**config.mk**
```make
export PLATFORM = sky130hd
export DESIGN_NAME = pll_divider_search_unit
export DESIGN_NICKNAME = d
export VERILOG_FILES = /design/src/rtl/pds_pkg.sv /design/src/rtl/pds_div.sv /design/src/rtl/pll_divider_search_unit.sv
export SDC_FILE = /design/constraint.sdc
export NUM_CORES = 2
export LEC_CHECK = 0
export BUFFER_PORTS_ARGS = -buffer_cell sky130_fd_sc_hd__buf_2
export CAP_MARGIN = 20
export CORE_MARGIN = 4
export CORE_UTILIZATION = 65
export DETAILED_ROUTE_END_ITERATION = 12
export PLACE_DENSITY = 0.86
export SYNTH_ARGS = -nofsm -noshare
export SYNTH_HDL_FRONTEND = slang
export SYNTH_HIERARCHICAL = 1
export SYNTH_SLANG_ARGS = --single-unit
```
**constraint.sdc**
```tcl
create_clock -name clk -period 26.8 [get_ports clk]
set_input_delay 8.04 -clock clk [delete_from_list [all_inputs] [get_ports clk]]
set_output_delay 8.04 -clock clk [all_outputs]
set_load 0.05 [all_outputs]
```
**src/rtl/pds_pkg.sv**
```systemverilog
// Package of the PLL divider search block: widths, limits, the analog band
// table and the divider request word. No dependencies.
`timescale 1ns / 1ps
package pds_pkg;

  localparam int MAX_LANES = 4;
  localparam int DIV_W     = 44;
  localparam int DVSR_W    = 28;
  localparam int CNT_W     = $clog2(DIV_W);

  localparam logic [DIV_W-1:0] FVCO_LO    = DIV_W'(320000000);
  localparam logic [DIV_W-1:0] FVCO_HI    = DIV_W'(1250000000);
  localparam logic [DIV_W-1:0] MULT_LO    = DIV_W'(64);
  localparam logic [DIV_W-1:0] MULT_HI    = DIV_W'(625);
  localparam logic [7:0]       PREDIV_CAP = 8'd128;
  localparam logic [DVSR_W-1:0] NMIN_DIV  = DVSR_W'(8000000);
  localparam logic [DVSR_W-1:0] NMAX_DIV  = DVSR_W'(2000000);
  localparam logic [DVSR_W-1:0] MHZ       = DVSR_W'(1000000);

  localparam logic [0:0] REG_REF_CLK   = 1'b0;
  localparam logic [0:0] REG_MAX_LANES = 1'b1;

  typedef struct packed {
    logic              start;
    logic [DIV_W-1:0]  dividend;
    logic [DVSR_W-1:0] divisor;
  } div_req_t;

  typedef struct packed {
    logic [5:0] vco;
    logic [7:0] cp;
    logic [1:0] gmp;
    logic [5:0] integ;
    logic [5:0] prop;
  } band_t;

  localparam int NUM_ROWS = 11;
  localparam logic [30:0] BAND_LIMIT [NUM_ROWS] = '{
    31'd55000000, 31'd82000000, 31'd110000000, 31'd165000000, 31'd220000000,
    31'd330000000, 31'd440000000, 31'd660000000, 31'd1149000000,
    31'd1152000000, 31'd1250000000
  };
  localparam logic [5:0] BAND_VCO [NUM_ROWS] = '{
    6'h3f, 6'h37, 6'h2f, 6'h27, 6'h1f, 6'h17, 6'h0f, 6'h07, 6'h03, 6'h01, 6'h01
  };

  function automatic band_t band_lookup(input logic [30:0] freq);
    band_t b;
    logic  hit;
    b   = '0;
    hit = 1'b0;
    for (int j = 0; j < NUM_ROWS; j++) begin
      if (!hit && freq <= BAND_LIMIT[j]) begin
        hit     = 1'b1;
        b.vco   = BAND_VCO[j];
        b.cp    = 8'h10;
        b.gmp   = 2'h1;
        b.integ = 6'h00;
        b.prop  = (j == NUM_ROWS - 1) ? 6'h0E : 6'h0D;
      end
    end
    return b;
  endfunction

endpackage

```
**src/rtl/pds_div.sv**
```systemverilog
// Restoring divider, one quotient bit per cycle, shared by every division
// of the search. Depends on pds_pkg.
`timescale 1ns / 1ps
module pds_div
  import pds_pkg::*;
(
  input  logic             clk,
  input  logic             rst_n,
  input  div_req_t         req,
  output logic             busy,
  output logic             done,
  output logic [DIV_W-1:0] quotient
);

  logic [CNT_W-1:0]  cnt_r;
  logic              busy_r;
  logic              done_r;
  logic [DVSR_W-1:0] rem_r;
  logic [DVSR_W-1:0] dvsr_r;
  logic [DIV_W-1:0]  q_r;
  logic [DVSR_W:0]   rem_sh;
  logic              fits;

  assign rem_sh = {rem_r, q_r[DIV_W-1]};
  assign fits   = rem_sh >= {1'b0, dvsr_r};

  always_ff @(posedge clk) begin
    if (!rst_n) begin
      busy_r <= 1'b0;
      done_r <= 1'b0;
      cnt_r  <= '0;
    end else begin
      if (req.start) begin
        busy_r <= 1'b1;
        done_r <= 1'b0;
        cnt_r  <= CNT_W'(DIV_W - 1);
        rem_r  <= '0;
        dvsr_r <= req.divisor;
        q_r    <= req.dividend;
      end else if (busy_r) begin
        rem_r  <= fits ? DVSR_W'(rem_sh - {1'b0, dvsr_r}) : rem_sh[DVSR_W-1:0];
        q_r    <= {q_r[DIV_W-2:0], fits};
        done_r <= (cnt_r == '0);
        if (cnt_r == '0) begin
          busy_r <= 1'b0;
        end else begin
          cnt_r <= cnt_r - 1'b1;
        end
      end else begin
        done_r <= 1'b0;
      end
    end
  end

  assign busy     = busy_r;
  assign done     = done_r;
  assign quotient = q_r;

endmodule

```
**src/rtl/pll_divider_search_unit.sv**
```systemverilog
// Top level of the PLL divider search: request sequencer around one shared
// divider. Depends on pds_pkg and pds_div.
`timescale 1ns / 1ps
// One request at a time. Each division runs 44 steps on the shared serial
// divider. Three divisions set up the lane rate and the pre-divider range,
// each tried pre-divider costs one more, plus one for the voltage check when
// the feedback value is in range, and one more computes the Mbps figure if a
// solution was found. A 20 MHz reference tries 8 pre-dividers, a 200 MHz
// reference tries 76 and the largest reference tries 95. A request with no
// usable lane count or a zero reference goes straight to its result with no
// division. in_ready is high only while no request is being searched.
module pll_divider_search_unit
  import pds_pkg::*;
(
  input  logic        clk,
  input  logic        rst_n,
  input  logic        cfg_we,
  input  logic [0:0]  cfg_addr,
  input  logic [27:0] cfg_wdata,
  input  logic        in_valid,
  output logic        in_ready,
  input  logic [19:0] in_pixel_clock_khz,
  input  logic [5:0]  in_bits_per_pixel,
  input  logic [2:0]  in_lane_count,
  output logic        out_valid,
  input  logic        out_ready,
  output logic        out_no_solution,
  output logic [6:0]  out_input_div_code,
  output logic [9:0]  out_loop_div_code,
  output logic [30:0] out_actual_freq_hz,
  output logic [11:0] out_lane_rate_mbps,
  output logic [5:0]  out_vco_ctrl,
  output logic [7:0]  out_cp_bias_ctrl,
  output logic [1:0]  out_gmp_ctrl,
  output logic [5:0]  out_integral_ctrl,
  output logic [5:0]  out_proportional_ctrl
);

  typedef enum logic [3:0] {
    S_IDLE, S_MUL1, S_MUL2, S_DLANE_GO, S_DLANE, S_DNMIN, S_DNMAX, S_NCHK,
    S_NDIV_GO, S_NDIVM, S_VDIV_GO, S_VDIV, S_MBPS_GO, S_MBPS, S_FIN
  } state_t;

  state_t           state_r;
  logic [27:0]      ref_clk_r;
  logic [2:0]       max_lanes_r;
  logic [19:0]      khz_r;
  logic [5:0]       bpp_r;
  logic [2:0]       lanes_r;
  logic [DIV_W-1:0] prod_r;
  logic [35:0]      fvco_r;
  logic [1:0]       post_sh_r;
  logic [7:0]       n_r;
  logic [7:0]       nmax_r;
  logic [9:0]       m_r;
  logic             found_r;
  logic [35:0]      best_err_r;
  logic [6:0]       best_n_r;
  logic [9:0]       best_m_r;
  logic [30:0]      best_hz_r;
  logic [11:0]      mbps_r;
  logic             out_valid_r;
  div_req_t         req_r;
  logic             div_busy;
  logic             div_done;
  logic [DIV_W-1:0] quot;

  logic [2:0]       lanes_sel;
  logic [2:0]       lanes_eff;
  logic [34:0]      fout;
  logic [1:0]       post_sh;
  logic [35:0]      err;
  logic [30:0]      v_freq;
  band_t            band;

  pds_div u_div (
    .clk      (clk),
    .rst_n    (rst_n),
    .req      (req_r),
    .busy     (div_busy),
    .done     (div_done),
    .quotient (quot)
  );

  always_comb begin
    lanes_sel = (in_lane_count == 3'd0) ? max_lanes_r : in_lane_count;
    lanes_eff = (lanes_sel > 3'(MAX_LANES)) ? 3'(MAX_LANES) : lanes_sel;
    fout      = quot[35:1];
    if ({fout, 2'b00} < 37'(FVCO_LO))      post_sh = 2'd3;
    else if ({fout, 1'b0} < 36'(FVCO_LO))  post_sh = 2'd2;
    else if (fout < 35'(FVCO_LO))          post_sh = 2'd1;
    else                                   post_sh = 2'd0;
    err    = fvco_r - quot[35:0];
    v_freq = 31'(quot[35:0] >> post_sh_r);
    band   = band_lookup(best_hz_r);
  end

  always_ff @(posedge clk) begin
    if (!rst_n) begin
      state_r     <= S_IDLE;
      ref_clk_r   <= 28'd20000000;
      max_lanes_r <= 3'(MAX_LANES);
      out_valid_r <= 1'b0;
      found_r     <= 1'b0;
      req_r       <= '0;
    end else begin
      if (req_r.start) req_r.start <= 1'b0;
      if (cfg_we) begin
        case (cfg_addr)
          REG_REF_CLK:   ref_clk_r   <= cfg_wdata;
          REG_MAX_LANES: max_lanes_r <= cfg_wdata[2:0];
          default: ;
        endcase
      end
      if (state_r == S_FIN && (!out_valid_r || out_ready)) out_valid_r <= 1'b1;
      else if (out_ready) out_valid_r <= 1'b0;
      case (state_r)
        S_IDLE: begin
          if (in_valid) begin
            khz_r   <= in_pixel_clock_khz;
            bpp_r   <= in_bits_per_pixel;
            lanes_r <= lanes_eff;
            found_r <= 1'b0;
            state_r <= (lanes_eff == 3'd0 || ref_clk_r == 28'd0) ? S_FIN : S_MUL1;
          end
        end
        S_MUL1: begin
          prod_r  <= DIV_W'(30'(khz_r) * 30'd1000);
          state_r <= S_MUL2;
        end
        S_MUL2: begin
          prod_r  <= DIV_W'(36'(prod_r[29:0]) * 36'(bpp_r));
          state_r <= S_DLANE_GO;
        end
        S_DLANE_GO: begin
          req_r   <= '{start: 1'b1, dividend: prod_r, divisor: DVSR_W'(lanes_r)};
          state_r <= S_DLANE;
        end
        S_DLANE: begin
          if (div_done) begin
            fvco_r    <= 36'({1'b0, fout} << post_sh);
            post_sh_r <= post_sh;
            req_r     <= '{start: 1'b1,
                          dividend: DIV_W'(ref_clk_r) + DIV_W'(NMIN_DIV) - 1'b1,
                          divisor: NMIN_DIV};
            state_r   <= S_DNMIN;
          end
        end
        S_DNMIN: begin
          if (div_done) begin
            n_r     <= quot[7:0];
            req_r   <= '{start: 1'b1, dividend: DIV_W'(ref_clk_r), divisor: NMAX_DIV};
            state_r <= S_DNMAX;
          end
        end
        S_DNMAX: begin
          if (div_done) begin
            nmax_r  <= (quot > DIV_W'(PREDIV_CAP)) ? PREDIV_CAP : quot[7:0];
            state_r <= S_NCHK;
          end
        end
        S_NCHK: begin
          if (n_r <= nmax_r) begin
            prod_r  <= DIV_W'(fvco_r) * DIV_W'(n_r);
            state_r <= S_NDIV_GO;
          end else begin
            state_r <= S_MBPS_GO;
          end
        end
        S_NDIV_GO: begin
          req_r   <= '{start: 1'b1, dividend: prod_r, divisor: ref_clk_r};
          state_r <= S_NDIVM;
        end
        S_NDIVM: begin
          if (div_done) begin
            if (quot >= MULT_LO && quot <= MULT_HI) begin
              m_r     <= quot[9:0];
              prod_r  <= DIV_W'(38'(quot[9:0]) * 38'(ref_clk_r));
              state_r <= S_VDIV_GO;
            end else begin
              n_r     <= n_r + 1'b1;
              state_r <= S_NCHK;
            end
          end
        end
        S_VDIV_GO: begin
          req_r   <= '{start: 1'b1, dividend: prod_r, divisor: DVSR_W'(n_r)};
          state_r <= S_VDIV;
        end
        S_VDIV: begin
          if (div_done) begin
            if (quot >= FVCO_LO && quot <= FVCO_HI && (!found_r || err < best_err_r)) begin
              found_r    <= 1'b1;
              best_err_r <= err;
              best_n_r   <= 7'(n_r - 1'b1);
              best_m_r   <= 10'(m_r - 2'd2);
              best_hz_r  <= v_freq;
            end
            n_r     <= n_r + 1'b1;
            state_r <= S_NCHK;
          end
        end
        S_MBPS_GO: begin
          if (found_r) begin
            req_r   <= '{start: 1'b1,
                        dividend: DIV_W'({best_hz_r, 1'b0}) + DIV_W'(MHZ) - 1'b1,
                        divisor: MHZ};
            state_r <= S_MBPS;
          end else begin
            state_r <= S_FIN;
          end
        end
        S_MBPS: begin
          if (div_done) begin
            mbps_r  <= quot[11:0];
            state_r <= S_FIN;
          end
        end
        S_FIN: begin
          if (!out_valid_r || out_ready) begin
            out_no_solution       <= !found_r;
            out_input_div_code    <= found_r ? best_n_r : '0;
            out_loop_div_code     <= found_r ? best_m_r : '0;
            out_actual_freq_hz    <= found_r ? best_hz_r : '0;
            out_lane_rate_mbps    <= found_r ? mbps_r : '0;
            out_vco_ctrl          <= found_r ? band.vco : '0;
            out_cp_bias_ctrl      <= found_r ? band.cp : '0;
            out_gmp_ctrl          <= found_r ? band.gmp : '0;
            out_integral_ctrl     <= found_r ? band.integ : '0;
            out_proportional_ctrl <= found_r ? band.prop : '0;
            state_r               <= S_IDLE;
          end
        end
        default: state_r <= S_IDLE;
      endcase
    end
  end

  assign in_ready  = (state_r == S_IDLE);
  assign out_valid = out_valid_r;

  a_idle_div: assert property (@(posedge clk) disable iff (!rst_n)
    in_ready |-> !div_busy) else $error("divider busy while idle");
  a_accept_busy: assert property (@(posedge clk) disable iff (!rst_n)
    (in_valid && in_ready) |=> !in_ready) else $error("ready after accept");
  a_nosol_zero: assert property (@(posedge clk) disable iff (!rst_n)
    (out_valid && out_no_solution) |-> (out_input_div_code == 7'd0 &&
      out_loop_div_code == 10'd0 && out_actual_freq_hz == 31'd0))
    else $error("fields set without solution");
  a_loop_range: assert property (@(posedge clk) disable iff (!rst_n)
    (out_valid && !out_no_solution) |-> (out_loop_div_code >= 10'd62 &&
      out_loop_div_code <= 10'd623)) else $error("loop divider out of range");

endmodule
```
### Word-level counts from Yosys, hierarchy flattened

Index checks and enable logic that the tools add are counted.

* muxes and demuxes: 67
* bitwise operators: 5
* $mul: 4
* $add $sub $neg: 10
* shift operators: 2
* $lt $le $gt $ge: 23
* equal/unequal tests: 28
* reduce and logical (&&, ||, !) cells: 68

Operators with widths (number)
* 73-bit case mux with 6 select lines: 1
* 44-bit two-way mux: 5
* 73-bit two-way mux: 3
* 44-bit case mux with 4 select lines: 1
* 28-bit two-way mux: 6
* 31-bit <= comparator, second input constant: 3
* 31-bit by 27-bit <= comparator with 1-bit output, second input constant: 2
* 31-bit by 28-bit <= comparator with 1-bit output, second input constant: 2
* 31-bit by 29-bit <= comparator with 1-bit output, second input constant: 2
* 4-bit case mux with 14 select lines: 1
* 27-bit two-way mux: 2
* 23-bit two-way mux: 2
* 44-bit by 29-bit >= comparator with 1-bit output, second input constant: 1
* 44-bit by 7-bit >= comparator with 1-bit output, second input constant: 1
* 44-bit by 8-bit > comparator with 1-bit output, second input constant: 1
* 44-bit by 10-bit <= comparator with 1-bit output, second input constant: 1
* 44-bit by 31-bit <= comparator with 1-bit output, second input constant: 1
* 36-bit by 8-bit multiplier with 44-bit output: 1
* 10-bit by 28-bit multiplier with 38-bit output: 1
* 37-bit by 29-bit < comparator with 1-bit output, second input constant: 1
* 36-bit by 29-bit < comparator with 1-bit output, second input constant: 1
* 36-bit < comparator: 1
* 30-bit by 6-bit multiplier with 36-bit output: 1
* 4-bit two-way mux: 9
* other kinds (60): 157

* output and inout port bits: 91
* bits in registers: 540

### Depth between registers and ports, before layout

* depth after elaboration: 32
* gate-level depth with buffers: 25
* gate-level depth less buffers: 25

### By module

Netlist, hierarchy kept.

Modules (own cells, without submodules)
* pll_divider_search_unit: times used 1, area each 47949.7 um^2, cells each 5181, sequential area each 11270.8 um^2
* pds_div: times used 1, area each 6070.8 um^2, cells each 535, sequential area each 3163.0 um^2

### Worst setup path after synthesis

Ideal clock, no wire load.

* path kind: in2reg
* start point: in rst_n
* end point: reg best_err_r[0], enable pin
* slack: 11.546 ns
* stages: 3
* path buffers: 1
* arrival: 14.603 ns
* cells stage by stage: clkbuf_1 -> nand2_1 -> a211oi_1

* longest elaborated chain between the ends: 1

RTL lines
* start, declared: RTL line pll_divider_search_unit.sv:16 `input logic rst_n,`
* 4-bit AND reduction (no line)
* end signal, assigned: RTL line pll_divider_search_unit.sv:194 `best_err_r <= err;`
* end, declared: RTL line pll_divider_search_unit.sv:57 `logic [35:0] best_err_r;`

Every way passes these cells.
A chain may end at the register's enable or synchronous reset.

### Worst setup path in the final report

* start point: in rst_n
* end point: reg best_err_r[20], enable pin

Same word-level chain as after synthesis.

==> flow_summary_export.csv <==
group,metric,value,unit
logic_synthesis,synth_top_area_frac,0.223,
sta,finalSetupViolCount,0,
logic_synthesis,ys_seq_area_frac,0.267,
global_routing,grt_pass1_wl,246000,um
cts,cts_max_path_buffers,3,
pwr,ir_drop,0.187,mV
worst_hold_path,hold_path.class,"register to register",
cts,cts_setup_buffers,0,
run_status,outcome,"completed",
floorplan,fp.dieW,296,um
pwr,leakagePower,25.4,nW
floorplan,io_pins,154,
sta,finalCritPeriodShare,0.397,
logic_synthesis,yosys-top-cells-count,"inv_1, nand2_1, fa_1, edfxtp_1, and2_1",
sta,drv_slew,0,
global_routing,grt_max_degree,89,
sta,fin_crit,10.65,ns
logic_synthesis,synth.avg_cell_area,9.45,um2
placement,io_buffers,137,
cts,cts_tree,"yes",
global_routing,grt_pass1_vias,44500,
logic_synthesis,synth-main-ff-cell,"edfxtp_1",
drt,dr.first_iter.drc_count,5913,
floorplan,std_cell_rows,105,
critical_path,critPathArrivalTime,10.91,ns
floorplan,die_area,87800,um2
critical_path,critPathLaunchType,"input pin",
placement,hpwl,115000,um
floorplan,initial_core_util,0.657,
sta,finalSetupTns,0,ns
drt,via_per_inst,6.49,
cts,cts_root_buffer,"clkbuf_16",
cts,insertion_delay,0.66,ns
critical_path,worstSetupPathType,"input pin to register",
drt,totalWireLength,157000,um
drt,routedWlPerCell,23.0,um
layout,fin_nets,6691,
sta,timing.slew.headroom,0.214,
critical_path,required,27.06,ns
cts,cts_max_level,2,
critical_path,path_max_fanout,66,
cts,cts.repair.resized,0,
sta,worst_pin_slew,1.18,ns
drt,drc_errors,0,
cts,hold_buffers,0,
drt,firstDrtPassIters,11,
logic_synthesis,async_flop_share,0,
layout,regArea,14400,um2
layout,multiInputGateArea,35700,um2
placement,numPlacedInstances,6683,
global_routing,antenna_found_initial,3,
logic_synthesis,synth.top_cells.by_area,"edfxtp_1, fa_1, ha_1, inv_1, nand2_1",
layout,syn2layout_area_growth,6.25,%
logic_synthesis,synthDistinctLibCells,108,
cts,cts_made_buffers,55,
layout,n_fill_cell,5939,
run,maxCapViolCount,0,
logic_synthesis,synth.most_common_cell,"inv_1",
global_routing,grt_use_total,0.359,
sta,rsz0062_at_grt,"false",
pwr,power.total,5.46,mW
sta,max_freq,93.9,MHz
cts,clkSinkCount,520,
pwr,power.density,95.2,nW/um2
sta,final_hold_viol_count,0,
logic_synthesis,yosysWarnings,6,
floorplan,die_y,296,um
drt,vias,44100,
sta,fin_skew,0.0363,ns
layout,final_cell_count_no_fill,6795,
logic_synthesis,synth-seq-cells,520,
drt,ant_nets,0,
logic_synthesis,synth_top_area_cell,"edfxtp_1",
logic_synthesis,syn_inst,5716,
critical_path,critPathCaptureType,"register",
logic_synthesis,synth_edf_count,402,
layout,drive_gt1_frac,0.0769,
floorplan,core,82200,um2
placement,place.gp.congestion,1.02,
logic_synthesis,synth_area,54000,um2
global_routing,overflow,0,
cts,clk_pin_slew_worst_paths,0.06,ns
critical path, stage by stage:
cell and delay [ns]:
buf_2 0.61, nand2_1 0.46, a211oi_4 0.89, buf_4 0.82
final timing paths:
kind | startpoint | endpoint | slack, ns | cells past startpoint
max | rst_n | best_err_r[20] | 16.16 | 4
min | m_r[0] | best_m_r[0] | 0.43 | 0
max reg2reg | u_div/quotient[0] | best_err_r[20] | 18.46 | 26
min reg2reg | m_r[0] | best_m_r[0] | 0.43 | 0
stage by stage:
step | area, um2 | util | hold slack (ns) | worst slack (ns)
final | 57400 | 0.698 | 0.428 | 16.16
after global routing | 57400 | 0.698 | 0.430 | 16.05
after CTS | 57300 | 0.697 | 0.433 | 16.25
after detailed placement | 55300 | 0.673 | 0.415 | 15.57
after global placement | 55300 | 0.673 | 0.406 | 15.71
after floorplan | 54100 | - | 0.400 | 11.55
placed cells by master, fill, tap and decap left out, drive strengths merged, types with 67 or more instances in the layout:
cell type    n
buf        206
xnor2      140
dfxtp      118
nand3       97
a21oi      315
o21ai      191
ha         356
nor3        67
fa         595
edfxtp     402
nor2       340
a21o       109
inv        716
nand2      702
and2       364
xor2        97
power breakdown:
part	leakage, nW	switching [mW]	internal (mW)
Clock	0.931	0.358	0.474
Combinational	19.8	2.13	1.40
Sequential	4.63	0.132	0.978
cells by family after synthesis:
| family | count (synthesis) | share of synthesized area |
|---|---|---|
| simple gates | 1824 | 0.162 |
| buf+inv | 1036 | 0.0746 |
| xor+xnor | 237 | 0.0384 |
| other cells | 1 | 0.0000694 |
| compound gates | 1025 | 0.124 |
| flops | 520 | 0.267 |
| mux | 122 | 0.0309 |
| fa+ha+maj | 951 | 0.303 |
routing by layer:
layer	global-route usage	wire, um
met1	0.460	55100
met2	0.554	69500
met3	0.0961	20600
met4	0.209	11400
met5	0	0
flip-flops by register name, indices dropped and copies added, names as in the netlist, 12 cells and up:
signal and count:
out_actual_freq_hz 31, u_div/rem_r 28, u_div/quotient 44, out_lane_rate_mbps 12, fvco_r 36, prod_r 44, ref_clk_r 28, u_div/dvsr_r 28
khz_r 20, req_r 73, best_hz_r 31, best_err_r 36, mbps_r 12
layout make-up:
cell class	count	share of cell area
multi-input combinational	4176	0.622
sequential	520	0.252
inverter	718	0.0470
clock buffer	66	0.0256
tap	1070	0.0233
timing repair buffer	206	0.0220
clock inverter	37	0.00876
antenna	2	0.0000872
Note: power is estimated with default switching activity, not from simulation.
